**config.mk**
```make
export PLATFORM = sky130hd
export DESIGN_NAME = oscillator_adsr_voice_core
export DESIGN_NICKNAME = d
export VERILOG_FILES = /design/src/hw/rtl/osc_adsr_pkg.sv /design/src/hw/rtl/osc_adsr_csr.sv /design/src/hw/rtl/osc_adsr_wave.sv /design/src/hw/rtl/osc_adsr_env.sv /design/src/hw/rtl/oscillator_adsr_voice_core.sv
export VERILOG_INCLUDE_DIRS = /design/src /design/src/hw/rtl
export SDC_FILE = /design/constraint.sdc
export NUM_CORES = 2
export LEC_CHECK = 0
export ABC_AREA = 1
export BUFFER_PORTS_ARGS = -buffer_cell sky130_fd_sc_hd__buf_2
export CAP_MARGIN = 15
export CORE_UTILIZATION = 27
export CTS_CLUSTER_DIAMETER = 50
export DETAILED_ROUTE_END_ITERATION = 16
export GPL_ROUTABILITY_DRIVEN = 0
export HOLD_SLACK_MARGIN = 0.1
export SLEW_MARGIN = 20
export SYNTH_ARGS = -nofsm -noshare
export SYNTH_HDL_FRONTEND = slang
export SYNTH_SLANG_ARGS = --single-unit
```
**constraint.sdc**
```tcl
create_clock -name clock -period 12.1 [get_ports clock]
set_input_delay 3.025 -clock clock [delete_from_list [all_inputs] [get_ports clock]]
set_output_delay 3.025 -clock clock [all_outputs]
set_load 0.02 [all_outputs]
```
**src/hw/rtl/oscillator_adsr_voice_core_macros.svh**
```systemverilog
// Assertion macros shared by the voice RTL files.
`ifndef OSCILLATOR_ADSR_VOICE_CORE_MACROS_SVH
`define OSCILLATOR_ADSR_VOICE_CORE_MACROS_SVH
`ifndef SYNTH
// Check prop at every rising clock edge outside reset.
`define OSC_ASSERT(label, clk, rst, prop, msg) \
   label: assert property (@(posedge clk) disable iff (rst) prop) else $error(msg);
// Check prop at every rising clock edge, reset included.
`define OSC_ASSERT_ALWAYS(label, clk, prop, msg) \
   label: assert property (@(posedge clk) prop) else $error(msg);
`else
`define OSC_ASSERT(label, clk, rst, prop, msg)
`define OSC_ASSERT_ALWAYS(label, clk, prop, msg)
`endif
`endif

```
**src/hw/rtl/osc_adsr_pkg.sv**
```systemverilog
// Types, constants and the quarter-wave sine table of the voice.
package osc_adsr_pkg;

   localparam int PHASE_BITS      = 24;
   localparam int LEVEL_FRAC_BITS = 24;
   localparam int SINE_ADDR_BITS  = 8;

   localparam int LEVEL_W     = LEVEL_FRAC_BITS + 1;
   localparam int SAMPLE_W    = 16;
   localparam int SINE_W      = 15;
   localparam int SINE_DEPTH  = 1 << SINE_ADDR_BITS;
   localparam int CSR_INDEX_W = 3;
   localparam int CSR_DATA_W  = LEVEL_W;

   localparam logic [LEVEL_W-1:0] LEVEL_ONE  = LEVEL_W'(1) << LEVEL_FRAC_BITS;
   localparam logic [LEVEL_W-1:0] LEVEL_HALF = LEVEL_W'(1) << (LEVEL_FRAC_BITS - 1);

   // input word kinds
   localparam logic [1:0] KIND_TICK     = 2'd0;
   localparam logic [1:0] KIND_NOTE_ON  = 2'd1;
   localparam logic [1:0] KIND_NOTE_OFF = 2'd2;

   // envelope stages
   localparam logic [2:0] STAGE_IDLE    = 3'd0;
   localparam logic [2:0] STAGE_ATTACK  = 3'd1;
   localparam logic [2:0] STAGE_DECAY   = 3'd2;
   localparam logic [2:0] STAGE_SUSTAIN = 3'd3;
   localparam logic [2:0] STAGE_RELEASE = 3'd4;

   // waveforms
   localparam logic [1:0] WAVE_SINE     = 2'd0;
   localparam logic [1:0] WAVE_SQUARE   = 2'd1;
   localparam logic [1:0] WAVE_SAW      = 2'd2;
   localparam logic [1:0] WAVE_TRIANGLE = 2'd3;

   // register indexes
   localparam logic [CSR_INDEX_W-1:0] CSR_WAVEFORM     = 3'd0;
   localparam logic [CSR_INDEX_W-1:0] CSR_ATTACK_STEP  = 3'd1;
   localparam logic [CSR_INDEX_W-1:0] CSR_DECAY_STEP   = 3'd2;
   localparam logic [CSR_INDEX_W-1:0] CSR_HOLD_LEVEL   = 3'd3;
   localparam logic [CSR_INDEX_W-1:0] CSR_RELEASE_STEP = 3'd4;

   // register reset values
   localparam logic [1:0]         RESET_WAVEFORM     = WAVE_SINE;
   localparam logic [LEVEL_W-1:0] RESET_ATTACK_STEP  = LEVEL_W'(38043);
   localparam logic [LEVEL_W-1:0] RESET_DECAY_STEP   = LEVEL_W'(1141);
   localparam logic [LEVEL_W-1:0] RESET_HOLD_LEVEL   = LEVEL_W'(11744051);
   localparam logic [LEVEL_W-1:0] RESET_RELEASE_STEP = LEVEL_W'(1332);

   typedef struct packed {
      logic [1:0]            kind;
      logic [PHASE_BITS-1:0] phase_step;
   } req_word_type;

   typedef struct packed {
      logic signed [SAMPLE_W-1:0] sample;
      logic [2:0]                 env_stage;
      logic                       voice_active;
   } rsp_word_type;

   typedef struct packed {
      logic [1:0]         waveform;
      logic [LEVEL_W-1:0] attack_step;
      logic [LEVEL_W-1:0] decay_step;
      logic [LEVEL_W-1:0] hold_level;
      logic [LEVEL_W-1:0] release_step;
   } cfg_type;

   typedef struct packed {
      logic note_on;
      logic note_off;
      logic tick;
   } env_ctrl_type;

   typedef struct packed {
      logic [LEVEL_W-1:0] level;
      logic [2:0]         stage;
      logic               active;
   } env_state_type;

   typedef logic [SINE_W-1:0] sine_rom_type [0:SINE_DEPTH-1];

   localparam longint unsigned Q30_ONE     = 64'd1 << 30;
   localparam longint unsigned HALF_PI_Q30 = 64'd1686629713;

   // Q30 Taylor sine through x^11, Horner form with truncating shifts.
   function automatic logic [SINE_W-1:0] sine_entry(input longint unsigned k);
      longint unsigned x;
      longint unsigned x2;
      longint unsigned t;
      longint unsigned s;
      longint unsigned v;
      x  = (k * HALF_PI_Q30) >> SINE_ADDR_BITS;
      x2 = (x * x) >> 30;
      t  = Q30_ONE;
      t  = Q30_ONE - ((x2 * t) >> 30) / 64'd110;
      t  = Q30_ONE - ((x2 * t) >> 30) / 64'd72;
      t  = Q30_ONE - ((x2 * t) >> 30) / 64'd42;
      t  = Q30_ONE - ((x2 * t) >> 30) / 64'd20;
      t  = Q30_ONE - ((x2 * t) >> 30) / 64'd6;
      s  = (x * t) >> 30;
      v  = (s * 64'd32767 + (64'd1 << 29)) >> 30;
      if (v > 64'd32767) begin
         v = 64'd32767;
      end
      return v[SINE_W-1:0];
   endfunction

   function automatic sine_rom_type build_sine_rom();
      sine_rom_type rom;
      for (int k = 0; k < SINE_DEPTH; k++) begin
         rom[k] = sine_entry(longint'(k));
      end
      return rom;
   endfunction

   localparam sine_rom_type      SINE_ROM  = build_sine_rom();
   // entry at a full quarter, read only at the quarter boundaries
   localparam logic [SINE_W-1:0] SINE_PEAK = sine_entry(longint'(SINE_DEPTH));

endpackage

```
**src/hw/rtl/osc_adsr_csr.sv**
```systemverilog
// Configuration registers of the voice.
module osc_adsr_csr (
   input  logic                                 clock,
   input  logic                                 reset,
   input  logic                                 csr_valid,
   input  logic [osc_adsr_pkg::CSR_INDEX_W-1:0] csr_index,
   input  logic [osc_adsr_pkg::CSR_DATA_W-1:0]  csr_wdata,
   output osc_adsr_pkg::cfg_type                cfg
);

   osc_adsr_pkg::cfg_type cfg_ff;
   osc_adsr_pkg::cfg_type cfg_in;

   always_comb begin
      cfg_in = cfg_ff;
      if (csr_valid) begin
         case (csr_index)
            osc_adsr_pkg::CSR_WAVEFORM:     cfg_in.waveform     = csr_wdata[1:0];
            osc_adsr_pkg::CSR_ATTACK_STEP:  cfg_in.attack_step  = csr_wdata;
            osc_adsr_pkg::CSR_DECAY_STEP:   cfg_in.decay_step   = csr_wdata;
            osc_adsr_pkg::CSR_HOLD_LEVEL:   cfg_in.hold_level   = csr_wdata;
            osc_adsr_pkg::CSR_RELEASE_STEP: cfg_in.release_step = csr_wdata;
            default:                        cfg_in = cfg_ff;  // drop unknown index
         endcase
      end
   end

   always_ff @(posedge clock) begin
      if (reset) begin
         cfg_ff.waveform     <= osc_adsr_pkg::RESET_WAVEFORM;
         cfg_ff.attack_step  <= osc_adsr_pkg::RESET_ATTACK_STEP;
         cfg_ff.decay_step   <= osc_adsr_pkg::RESET_DECAY_STEP;
         cfg_ff.hold_level   <= osc_adsr_pkg::RESET_HOLD_LEVEL;
         cfg_ff.release_step <= osc_adsr_pkg::RESET_RELEASE_STEP;
      end else begin
         cfg_ff <= cfg_in;
      end
   end

   assign cfg = cfg_ff;

endmodule

```
**src/hw/rtl/osc_adsr_wave.sv**
```systemverilog
// Waveform generator: sine, square, sawtooth and triangle from the phase.
module osc_adsr_wave (
   input  logic [1:0]                             waveform,
   input  logic [osc_adsr_pkg::PHASE_BITS-1:0]    phase,
   output logic signed [osc_adsr_pkg::SAMPLE_W-1:0] wave
);

   localparam int SAB = osc_adsr_pkg::SINE_ADDR_BITS;
   localparam int PB  = osc_adsr_pkg::PHASE_BITS;

   logic [15:0]                u;
   logic [1:0]                 quad;
   logic [SAB-1:0]             addr;
   logic [SAB:0]               sine_idx;
   logic [osc_adsr_pkg::SINE_W-1:0] sine_mag;
   logic signed [15:0]         sine_v;
   logic signed [17:0]         tri_raw;
   logic signed [15:0]         tri_v;

   assign u    = phase[PB-1 -: 16];
   assign quad = phase[PB-1 -: 2];
   assign addr = phase[PB-3 -: SAB];

   // mirror the index on odd quarters
   assign sine_idx = quad[0] ? ({1'b1, {SAB{1'b0}}} - {1'b0, addr}) : {1'b0, addr};

   always_comb begin
      if (sine_idx[SAB]) begin
         sine_mag = osc_adsr_pkg::SINE_PEAK;
      end else begin
         sine_mag = osc_adsr_pkg::SINE_ROM[sine_idx[SAB-1:0]];
      end
   end

   assign sine_v = quad[1] ? (16'sd0 - $signed({1'b0, sine_mag}))
                           : $signed({1'b0, sine_mag});

   // rise over the first half, fall over the second; clip the single overshoot
   assign tri_raw = u[15] ? (18'sd98304 - $signed({1'b0, u, 1'b0}))
                          : ($signed({1'b0, u, 1'b0}) - 18'sd32768);
   assign tri_v   = (tri_raw > 18'sd32767) ? 16'sd32767 : tri_raw[15:0];

   always_comb begin
      case (waveform)
         osc_adsr_pkg::WAVE_SINE:     wave = sine_v;
         osc_adsr_pkg::WAVE_SQUARE:   wave = u[15] ? -16'sd32767 : 16'sd32767;
         osc_adsr_pkg::WAVE_SAW:      wave = $signed({~u[15], u[14:0]});
         osc_adsr_pkg::WAVE_TRIANGLE: wave = tri_v;
         default:                     wave = sine_v;
      endcase
   end

endmodule

```
**src/hw/rtl/osc_adsr_env.sv**
```systemverilog
// Linear ADSR envelope: level, stage and voice active flag.
`include "oscillator_adsr_voice_core_macros.svh"
module osc_adsr_env (
   input  logic                        clock,
   input  logic                        reset,
   input  osc_adsr_pkg::cfg_type       cfg,
   input  osc_adsr_pkg::env_ctrl_type  ctrl,
   output osc_adsr_pkg::env_state_type env_cur,
   output osc_adsr_pkg::env_state_type env_next
);

   localparam int LW = osc_adsr_pkg::LEVEL_W;

   osc_adsr_pkg::env_state_type env_ff;
   osc_adsr_pkg::env_state_type env_in;
   osc_adsr_pkg::env_state_type stepped;

   logic [LW-1:0] sus_eff;
   logic [LW:0]   attack_sum;
   logic [LW-1:0] decay_gap;

   assign sus_eff    = (cfg.hold_level > osc_adsr_pkg::LEVEL_ONE) ?
                       osc_adsr_pkg::LEVEL_ONE : cfg.hold_level;
   assign attack_sum = {1'b0, env_ff.level} + {1'b0, cfg.attack_step};
   assign decay_gap  = env_ff.level - sus_eff;

   // one sample of envelope advance
   always_comb begin
      stepped = env_ff;
      case (env_ff.stage)
         osc_adsr_pkg::STAGE_ATTACK: begin
            if (attack_sum >= {1'b0, osc_adsr_pkg::LEVEL_ONE}) begin
               stepped.level = osc_adsr_pkg::LEVEL_ONE;
               stepped.stage = osc_adsr_pkg::STAGE_DECAY;
            end else begin
               stepped.level = attack_sum[LW-1:0];
            end
         end
         osc_adsr_pkg::STAGE_DECAY: begin
            if (env_ff.level > sus_eff && decay_gap > cfg.decay_step) begin
               stepped.level = env_ff.level - cfg.decay_step;
            end else begin
               stepped.level = sus_eff;
               stepped.stage = osc_adsr_pkg::STAGE_SUSTAIN;
            end
         end
         osc_adsr_pkg::STAGE_SUSTAIN: begin
            stepped.level = sus_eff;
         end
         osc_adsr_pkg::STAGE_RELEASE: begin
            if (env_ff.level > cfg.release_step) begin
               stepped.level = env_ff.level - cfg.release_step;
            end else begin
               stepped.level = '0;
               stepped.stage = osc_adsr_pkg::STAGE_IDLE;
            end
         end
         default: begin
            stepped.level = '0;
            stepped.stage = osc_adsr_pkg::STAGE_IDLE;
         end
      endcase
      stepped.active = (stepped.stage != osc_adsr_pkg::STAGE_IDLE);
   end

   always_comb begin
      env_in = env_ff;
      if (ctrl.note_on) begin
         env_in.level  = '0;
         env_in.stage  = osc_adsr_pkg::STAGE_ATTACK;
         env_in.active = 1'b1;
      end else if (ctrl.note_off) begin
         env_in.level = sus_eff;
         env_in.stage = osc_adsr_pkg::STAGE_RELEASE;
      end else if (ctrl.tick && env_ff.active) begin
         env_in = stepped;
      end
   end

   always_ff @(posedge clock) begin
      if (reset) begin
         env_ff.level  <= '0;
         env_ff.stage  <= osc_adsr_pkg::STAGE_IDLE;
         env_ff.active <= 1'b0;
      end else begin
         env_ff <= env_in;
      end
   end

   assign env_cur  = env_ff;
   assign env_next = env_in;

   `OSC_ASSERT(a_level_max, clock, reset, env_ff.level <= osc_adsr_pkg::LEVEL_ONE, "envelope level above one")
   `OSC_ASSERT(a_note_on_restart, clock, reset, ctrl.note_on |=> (env_ff.stage == osc_adsr_pkg::STAGE_ATTACK && env_ff.level == '0 && env_ff.active), "note on did not restart attack")
   `OSC_ASSERT(a_sustain_hold, clock, reset, (env_ff.active && env_ff.stage == osc_adsr_pkg::STAGE_SUSTAIN && ctrl.tick && !ctrl.note_on && !ctrl.note_off) |=> env_ff.level == $past(sus_eff), "sustain level not held")

endmodule

```
**src/hw/rtl/oscillator_adsr_voice_core.sv**
```systemverilog
// Top level of the single synth voice: input and result registers, phase and scaling.
//
// Usage
//   req channel: one word per item, kind 0 sample tick, 1 note on (takes
//   phase_step), 2 note off; kind 3 is dropped. Only a tick gives a result.
//   rsp channel: one word per tick with the scaled sample, the envelope
//   stage after the step and the voice active flag.
//   csr channel: register writes by index (0 waveform, 1 attack step,
//   2 decay step, 3 sustain level, 4 release step); csr_ready is always
//   high, and an unknown index is dropped. Write only while the voice idles.
// Timing
//   A tick word passes through the input register and then the result
//   register before it shows on rsp. The envelope step, table read and
//   the 16x25 scaling multiply lie between those two registers, so one
//   word is taken every cycle unless a tick waits on a stalled rsp.
// Reset clears state and loads register defaults; no clearing pass.
// A stalled rsp holds its word; the input register still drains note on
// and note off words, and a tick waits until the result register frees.
`include "oscillator_adsr_voice_core_macros.svh"
module oscillator_adsr_voice_core (
   input  logic                                 clock,
   input  logic                                 reset,
   input  logic                                 req_valid,
   output logic                                 req_ready,
   input  osc_adsr_pkg::req_word_type           req_word,
   output logic                                 rsp_valid,
   input  logic                                 rsp_ready,
   output osc_adsr_pkg::rsp_word_type           rsp_word,
   input  logic                                 csr_valid,
   output logic                                 csr_ready,
   input  logic [osc_adsr_pkg::CSR_INDEX_W-1:0] csr_index,
   input  logic [osc_adsr_pkg::CSR_DATA_W-1:0]  csr_wdata
);

   localparam int PB     = osc_adsr_pkg::PHASE_BITS;
   localparam int LW     = osc_adsr_pkg::LEVEL_W;
   localparam int SW     = osc_adsr_pkg::SAMPLE_W;
   localparam int PROD_W = SW + LW;

   osc_adsr_pkg::cfg_type       cfg;
   osc_adsr_pkg::env_ctrl_type  env_ctrl;
   osc_adsr_pkg::env_state_type env_cur;
   osc_adsr_pkg::env_state_type env_next;

   logic                        in_valid_ff;
   logic                        in_valid_in;
   osc_adsr_pkg::req_word_type  in_word_ff;
   osc_adsr_pkg::req_word_type  in_word_in;
   logic                        out_valid_ff;
   logic                        out_valid_in;
   osc_adsr_pkg::rsp_word_type  out_word_ff;
   osc_adsr_pkg::rsp_word_type  out_word_in;
   logic [PB-1:0]               phase_accum_ff;
   logic [PB-1:0]               phase_accum_in;
   logic [PB-1:0]               phase_incr_ff;
   logic [PB-1:0]               phase_incr_in;

   logic                        is_tick;
   logic                        advance;
   logic                        tick_live;
   logic signed [SW-1:0]        wave;
   logic [SW-1:0]               mag;
   logic [PROD_W-1:0]           prod;
   logic [PROD_W:0]             rounded;
   logic [SW-1:0]               scaled;

   // configuration, always ready
   assign csr_ready = 1'b1;

   osc_adsr_csr u_csr (
      .clock     (clock),
      .reset     (reset),
      .csr_valid (csr_valid),
      .csr_index (csr_index),
      .csr_wdata (csr_wdata),
      .cfg       (cfg)
   );

   // advance the input word unless it is a tick facing a full, stalled result
   assign is_tick   = (in_word_ff.kind == osc_adsr_pkg::KIND_TICK);
   assign advance   = in_valid_ff && (!is_tick || !out_valid_ff || rsp_ready);
   assign req_ready = !in_valid_ff || advance;

   always_comb begin
      in_valid_in = in_valid_ff;
      in_word_in  = in_word_ff;
      if (req_valid && req_ready) begin
         in_valid_in = 1'b1;
         in_word_in  = req_word;
      end else if (advance) begin
         in_valid_in = 1'b0;
      end
   end

   assign env_ctrl.note_on  = advance && (in_word_ff.kind == osc_adsr_pkg::KIND_NOTE_ON);
   assign env_ctrl.note_off = advance && (in_word_ff.kind == osc_adsr_pkg::KIND_NOTE_OFF);
   assign env_ctrl.tick     = advance && is_tick;

   osc_adsr_env u_env (
      .clock    (clock),
      .reset    (reset),
      .cfg      (cfg),
      .ctrl     (env_ctrl),
      .env_cur  (env_cur),
      .env_next (env_next)
   );

   // a tick of a silent voice leaves phase and envelope alone
   assign tick_live = env_ctrl.tick && env_cur.active;

   always_comb begin
      phase_incr_in  = phase_incr_ff;
      phase_accum_in = phase_accum_ff;
      if (env_ctrl.note_on) begin
         phase_incr_in = in_word_ff.phase_step;
      end
      if (tick_live) begin
         phase_accum_in = phase_accum_ff + phase_incr_ff;
      end
   end

   osc_adsr_wave u_wave (
      .waveform (cfg.waveform),
      .phase    (phase_accum_ff),
      .wave     (wave)
   );

   // scale the magnitude by the stepped level with rounding, then restore the sign
   assign mag     = !env_cur.active ? '0 :
                    (wave[SW-1] ? (SW'(0) - wave) : wave);
   assign prod    = PROD_W'(mag) * PROD_W'(env_next.level);
   assign rounded = {1'b0, prod} + (PROD_W + 1)'(osc_adsr_pkg::LEVEL_HALF);
   assign scaled  = rounded[osc_adsr_pkg::LEVEL_FRAC_BITS +: SW];

   always_comb begin
      out_word_in              = out_word_ff;
      out_valid_in             = out_valid_ff;
      if (env_ctrl.tick) begin
         out_word_in.sample       = wave[SW-1] ? $signed(SW'(0) - scaled) : $signed(scaled);
         out_word_in.env_stage    = env_next.stage;
         out_word_in.voice_active = env_next.active;
         out_valid_in             = 1'b1;
      end else if (rsp_ready) begin
         out_valid_in = 1'b0;
      end
   end

   always_ff @(posedge clock) begin
      if (reset) begin
         in_valid_ff    <= 1'b0;
         out_valid_ff   <= 1'b0;
         phase_accum_ff <= '0;
         phase_incr_ff  <= '0;
      end else begin
         in_valid_ff    <= in_valid_in;
         out_valid_ff   <= out_valid_in;
         phase_accum_ff <= phase_accum_in;
         phase_incr_ff  <= phase_incr_in;
      end
   end

   // payload registers, no reset
   always_ff @(posedge clock) begin
      in_word_ff  <= in_word_in;
      out_word_ff <= out_word_in;
   end

   assign rsp_valid = out_valid_ff;
   assign rsp_word  = out_word_ff;

   `OSC_ASSERT(a_silent_word, clock, reset, (rsp_valid && !rsp_word.voice_active) |-> rsp_word.sample == '0, "inactive voice gave a nonzero sample")
   `OSC_ASSERT(a_idle_inactive, clock, reset, (rsp_valid && rsp_word.voice_active) |-> rsp_word.env_stage != osc_adsr_pkg::STAGE_IDLE, "active voice reports idle stage")
   `OSC_ASSERT(a_phase_frozen, clock, reset, (!env_cur.active && !env_ctrl.note_on) |=> $stable(phase_accum_ff), "phase moved while the voice was silent")

endmodule
```
; ---- Word-level counts from Yosys, hierarchy flattened
; Memories as Yosys holds them, arrays and structs flattened.
; Cells that the tools add are included.
[word_totals]
ff_bits = 227
mem_bits_ro = 3840
input_bits = 59
out_inout_bits = 23
word_cells = 106
n_memories = 1
[memory_table]
columns = name, words, word_bits, read_ports, rd_clocked_by_memory_dff, wr, line_no
row1 = (no name shown), 256, 15, 1, 0, 0, osc_adsr_wave.sv:31  ; sine_mag = osc_adsr_pkg::SINE_ROM[sine_idx[SAB-1:0]];
[op_classes]
addsub = 12
mul = 1
order_cmp = 7
n_eq_ne = 13
mux = 29
n_bitwise = 2
reduce_logical = 24
[ops]
columns = operator, count
row1 = 2-to-1 mux 25 bit, 4
row2 = one-hot mux 25 bit (4 select lines), 1
row3 = 2-to-1 mux 16 bit, 6
row4 = > comparator 25 bit, 3
row5 = subtractor 25 bit, 3
row6 = one-hot mux 16 bit (4 select lines), 1
row7 = 2-to-1 mux 29 bit, 2
row8 = 2-to-1 mux 15 bit, 3
row9 = "adder 40 x 24 -> 40 bit, second input constant", 1
row10 = multiplier 16 x 25 -> 40 bit, 1
row11 = "subtractor 1 x 16 -> 16 bit, first input constant", 2
row12 = 2-to-1 mux 28 bit, 1
row13 = adder 25 x 25 -> 26 bit, 1
row14 = ">= comparator 26 x 25 -> 1 bit, second input constant", 1
row15 = "> comparator 25 bit, second input constant", 1
row16 = adder 24 bit, 1
row17 = "> comparator 18 x 16 -> 1 bit, second input constant", 1
row18 = 2-to-1 mux 18 bit, 1
row19 = "subtractor 17 x 16 -> 18 bit, second input constant", 1
row20 = "subtractor 17 x 17 -> 18 bit, first input constant", 1
row21 = "subtractor 1 x 15 -> 16 bit, first input constant", 1
row22 = "== test 3 x 2 -> 1 bit, second input constant", 4
row23 = one-hot mux 3 bit (4 select lines), 1
row24 = AND reduction 2 bit, 5
row25 = 18 further kinds, 41

; ---- Logic depth before layout (Yosys ltp)
[depth]
word_depth = 17
depth_mapped = 76
depth_no_buf = 74

; ---- Cells and area by module
; From an unflattened synthesis, not the netlist that was laid out.
[hier_totals]
hier_cells = 5978
area_unflattened_um2 = 37966.4
[by_module_without_submodules]
columns = module, instances, cells_per_inst, area_per_inst_um2, seq_area_each_um2
row1 = oscillator_adsr_voice_core, 1, 2362, 18450.2, 2382.3
row2 = osc_adsr_env, 1, 1878, 9957.0, 580.6
row3 = osc_adsr_wave, 1, 1177, 5587.9, 0.0
row4 = osc_adsr_csr, 1, 561, 3971.3, 2042.0

; ---- Worst setup path after synthesis
; Ideal clock, no wire load.
[synth_timing]
path_type = register to register
start = register u_csr.cfg_ff, in the netlist u_csr.cfg[33]
end = register out_word_ff, in the netlist rsp_word[19], data pin
setup_ns = 0.253
arrival_ns = 11.005
required_ns = 11.847
slack_ns = 0.843
path_stages_with_launch = 68
path_buffers = 2
period_less_slack_ns = 11.257
path_cell_list = dfxtp_1 nor4_1 nand2_1 nor4_1 nand3_1 nand2_2 clkinv_1 nor2_1 inv_1 ha_1 inv_1 nor3_1 nand2_1 o211ai_1 a21oi_1 inv_1 a21oi_1 o21ai_0 [... 32 more ...] fa_1 inv_1 ha_1 nand2_1 nor2_1 inv_1 nor2_1 a221o_1 a21oi_1 o21ai_0 o21bai_1 xor2_1 nor2_1 nand2_1 nor2_1 nand3_1 nand3b_1 nand2_1
[synth_via]
elab_chain_len = 14
elab_cells_between_ends = 15
classes_between = add/sub (3) / mul (1) / order compare (3) / mux (7) / reduce/logical (1)
[synth_lines]
columns = item, line_no
row1 = start: declaration, osc_adsr_csr.sv:11  ; osc_adsr_pkg::cfg_type cfg_ff;
row2 = start signal: assignment, osc_adsr_csr.sv:36  ; cfg_ff <= cfg_in;
row3 = > comparator 25 bit, osc_adsr_env.sv:22  ; assign sus_eff = (cfg.hold_level > osc_adsr_pkg::LEVEL_ONE) ?
row4 = 2-to-1 mux 25 bit *, osc_adsr_env.sv:22
row5 = subtractor 25 bit, osc_adsr_env.sv:25  ; assign decay_gap = env_ff.level - sus_eff;
row6 = > comparator 25 bit, osc_adsr_env.sv:40  ; if (env_ff.level > sus_eff && decay_gap > cfg.decay_step) begin
row7 = logical AND 1 bit, osc_adsr_env.sv:40
row8 = 2-to-1 mux 25 bit, osc_adsr_env.sv:40
row9 = one-hot mux 25 bit (4 select lines), osc_adsr_env.sv:30  ; case (env_ff.stage)
row10 = 2-to-1 mux 29 bit, osc_adsr_env.sv:75  ; end else if (ctrl.tick && env_ff.active) begin
row11 = 2-to-1 mux 28 bit *, osc_adsr_env.sv:72  ; end else if (ctrl.note_off) begin
row12 = 2-to-1 mux 29 bit *, osc_adsr_env.sv:68  ; if (ctrl.note_on) begin
row13 = multiplier 16 x 25 -> 40 bit *, oscillator_adsr_voice_core.sv:131  ; assign prod = PROD_W'(mag) * PROD_W'(env_next.level);
row14 = adder 40 x 24 -> 40 bit *, oscillator_adsr_voice_core.sv:132  ; assign rounded = {1'b0, prod} + (PROD_W + 1)'(osc_adsr_pkg::LEVEL_HALF);
row15 = subtractor 1 x 16 -> 16 bit, oscillator_adsr_voice_core.sv:139  ; out_word_in.sample = wave[SW-1] ? $signed(SW'(0) - scaled) : $signed(scaled);
row16 = 2-to-1 mux 16 bit *, oscillator_adsr_voice_core.sv:139
row17 = end signal: assignment, oscillator_adsr_voice_core.sv:165  ; out_word_ff <= out_word_in;
row18 = end: declaration, oscillator_adsr_voice_core.sv:51  ; osc_adsr_pkg::rsp_word_type out_word_ff;
; Every way passes the cells marked *; elsewhere a longest branch is shown, timed or not.
; A chain may end at the register's enable or synchronous reset.

; ---- Final worst setup path
[layout_timing]
start = register u_csr.cfg_ff, in the netlist u_csr.cfg[32]
end = register out_word_ff, in the netlist rsp_word[19], data pin
; Same word-level chain as after synthesis.

==> impl_metrics.csv <==
group,metric,value,unit
timing,period_share,0.9742,
setup_path,crit_end,"rsp_word[19]$_DFFE_PP_",
drt,drt_wl_total,128500,um
power_and_ir_drop,peakVddDrop,0.00007405,V
cells_and_area,fin_area,41920,sq um
setup_path,r2r-end,"rsp_word[19]$_DFFE_PP_",
grt,grt_pass1_vias,34820,
flow_run,max_cap_violations,0,
setup_path,crit_fanout,7,
drt,detail-route-antenna-nets,0,
setup_path,regToRegSetupSlack,0.31,ns
drt,m1WireLength,53960,um
place,io_buffers,80,
synth,yosysMostFrequentCell,"nand2_1",
die,initial_utilization,0.2726,
timing,rsz0062_at_grt,"yes",
synth,synth.distinct_cells,63,
synth,syn_area_per_cell,6.788,sq um
place,dp_hpwl,101200,um
drt,wl_met2,57530,um
timing,fin_skew,0.02296,ns
cts,clkLatencyLatePin,0.59,ns
cts,clockBufferDepth,3,
synth,synth_area_leader_cell,"fa_1",
timing,setup_viol,0,
die,fp.dieW,358.3,um
synth,postSynthCellCount,5050,
synth,synth_commonest_cells,"nand2_1, inv_1, nor2_1",
synth,async_flop_share,0,
drt,vias,35800,
grt,grt_use_total,0.1966,
setup_path,timing.critical_path.from,"u_csr.cfg[32]$_SDFFE_PP0P_",
setup_path,r2r_start,"u_csr.cfg[32]$_SDFFE_PP0P_",
die,rows,130,
setup_path,slowest_delay,0.53,ns
synth,synth_ff_type,"dfxtp_1",
setup_path,critPathLaunchType,"flop",
timing,setup-tns-final,0,ns
setup_path,worstRegToRegCells,66,
synth,synth-seq-cells,227,
synth,ys_top_cells_by_area,"fa_1, nand2_1, ha_1, dfxtp_1, inv_1",
timing,finalWorstSetupSlack,0.3119,ns
setup_path,required,12.44,ns
place,dpl_cell_area,38930,sq um
drt,drtIter0Drc,3975,
cells_and_area,nNetsFinal,6116,
die,die_h,358.3,um
grt,antenna_found_initial,0,
outcome,run_status,"completed",
synth,synth_nets,5731,
die,io_pins,82,
setup_path,cp-end-kind,"flop",
timing,fmax,0.08483,GHz
timing,worst_pin_slew,1.041,ns
grt,grt_max_degree,72,
die,dieArea,128400,sq um
timing,drv_slew,0,
cts,htreeDepth,2,
worst_hold_path,hold_class,"flop to flop",
power_and_ir_drop,p_per_area,59.29,nW/um^2
synth,synth_seq_area_share,0.1460,
cts,numCtsBuffers,36,
place,place_ws,-0.1159,ns
synth,yosys_warnings,0,
grt,grt_pass1_wl,199200,um
drt,wl_per_cell,18.07,um
setup_path,crit_type,"flop to flop",
drt,post-route-drc-count,0,
timing,hold_violations,0,
timing,max-slew-margin-rel,0.3061,
cells_and_area,fill_cells,13410,
cts,cts-root-buf,"clkbuf_16",
cells_and_area,insertedDiodeCount,0,
power_and_ir_drop,power,2.486,mW
drt,highest_layer,"met4",
synth,netlist_area,34280,sq um
cts,tritoncts,"done",
die,core_area,125700,sq um
power_and_ir_drop,cellLeakagePower,20.83,nW
setup_path,arrival,12.13,ns
synth,synth_edf_count,46,
synth,synth.top_cell.area_share,0.1886,
grt,gr-total-overflow,0,
drt,via_per_inst,5.034,
drt,first_pass_iters,7,
timing,min_period,11.79,ns
cts,clk_pin_slew_worst_paths,0.06,ns
cells_and_area,drive_gt1_frac,0.1769,
drt,met3_length,12220,um
setup_path,worst_path_max_delay_cell,"fa_1",
cells_and_area,area_growth_syn_to_layout,22.29,%
cts,cts_sinks,227,
## stage by stage
stage                     cells  hold slack [ns]    util
after floorplan            5050           0.4353       -
after global placement     6997           0.4509  0.3096
after detailed placement   6997           0.4564  0.3096
after CTS                  7062           0.4654  0.3199
after global routing       7112           0.4765  0.3334
final                      7112           0.4613  0.3334
## registers in the layout (all words and copies together), names as in the netlist
name and count:
in_word_ff 26, rsp_word 20, in_valid_ff 1, rsp_valid 1, phase_accum_ff 24, u_env.env_cur 29
phase_incr_ff 24, u_csr.cfg 102
## metal layers
metal	global-route usage	vias up
li1	-	16850
met4	0.06945	0
met2	0.3113	1720
met3	0.03558	337
met1	0.2664	16900
met5	0	-
## cell usage in the layout (no fill, tap or decap), types with 10 or more instances in the layout
master / count
buf_2: 80
nand2_1: 1234
nand3b_1: 16
nor2_2: 42
clkbuf_16: 41
xor2_1: 79
o21ai_0: 264
nand4_1: 21
ha_1: 271
buf_12: 14
nor4_1: 13
edfxtp_1: 46
xnor2_1: 46
o211ai_1: 41
buf_4: 424
inv_2: 68
nand2_2: 58
ha_4: 26
o31ai_1: 10
fa_2: 19
nor2_4: 24
nor3_1: 33
nand3_2: 22
nor2_1: 459
fa_1: 304
o22ai_1: 10
a21oi_2: 28
a31oi_1: 24
buf_6: 16
dfxtp_1: 180
nand2_4: 14
o21ai_1: 36
a21oi_1: 337
nand3_1: 291
inv_1: 711
## critical path: cells and delay by family (launching register included)
kind / cells / cell delay, ns
XOR/XNOR: 2 / 0.23
adder cells (fa/ha/maj): 9 / 3.66
AND/OR/NAND/NOR: 20 / 2.36
AO/OA/AOI/OAI: 16 / 2.56
flip-flops: 1 / 0.32
buffers and inverters: 19 / 2.41
## power by group
part	total, mW	internal, mW	switching [mW]	leakage (nW)
combinational	0.571	0.217	0.354	18.3
clock	1.10	0.662	0.435	0.620
sequential	0.818	0.797	0.0208	1.91
## how the worst min path moves through the flow
stage	to	from	slack [ns]	cells after the start
6_report	u_csr.cfg[75]$_SDFFE_PP1P_	u_csr.cfg[75]$_SDFFE_PP1P_	0.46	2
5_1_grt	u_csr.cfg[7]$_SDFFE_PP0P_	u_csr.cfg[7]$_SDFFE_PP0P_	0.48	2
4_1_cts	u_csr.cfg[7]$_SDFFE_PP0P_	u_csr.cfg[7]$_SDFFE_PP0P_	0.47	2
3_5_place_dp	u_csr.cfg[82]$_SDFFE_PP1P_	u_csr.cfg[82]$_SDFFE_PP1P_	0.46	2
3_3_place_gp	u_csr.cfg[82]$_SDFFE_PP1P_	u_csr.cfg[82]$_SDFFE_PP1P_	0.45	2
2_1_floorplan	u_csr.cfg[11]$_SDFFE_PP0P_	u_csr.cfg[11]$_SDFFE_PP0P_	0.44	2
## final cells by class
class | count | area [sq um] | share of cell area
Sequential cell | 227 | 5006 | 0.1194
Clock buffer | 43 | 1021 | 0.02435
Timing Repair Buffer | 538 | 4124 | 0.09837
Inverter | 791 | 2993 | 0.07139
Multi-Input combinational cell | 3841 | 26480 | 0.6315
Clock inverter | 22 | 239.0 | 0.005700
Tap cell | 1650 | 2064 | 0.04924
## kinds of logic (layout without fill, tap and decap cells)
family	count (synthesis)	after routing	synth area share
xor+xnor	127	127	0.03245
flops	227	227	0.1460
fa+ha+maj	622	622	0.2978
compound gates	830	830	0.1321
simple gates	2261	2261	0.2741
other cells	1	1	0.0001094
buf+inv	982	1394	0.1175
## timing repair
item | in CTS | in global routing
hold buffers | 0 | 0
setup buffers | 0 | 49
pin swaps | 0 | 185
endpoints found under the hold margin | 0 | 0
endpoints found under the setup margin | 10 | 16
gates cloned | 0 | 2
gates resized for setup | 8 | 357
No activity file was read; power rests on OpenSTA's default activity.
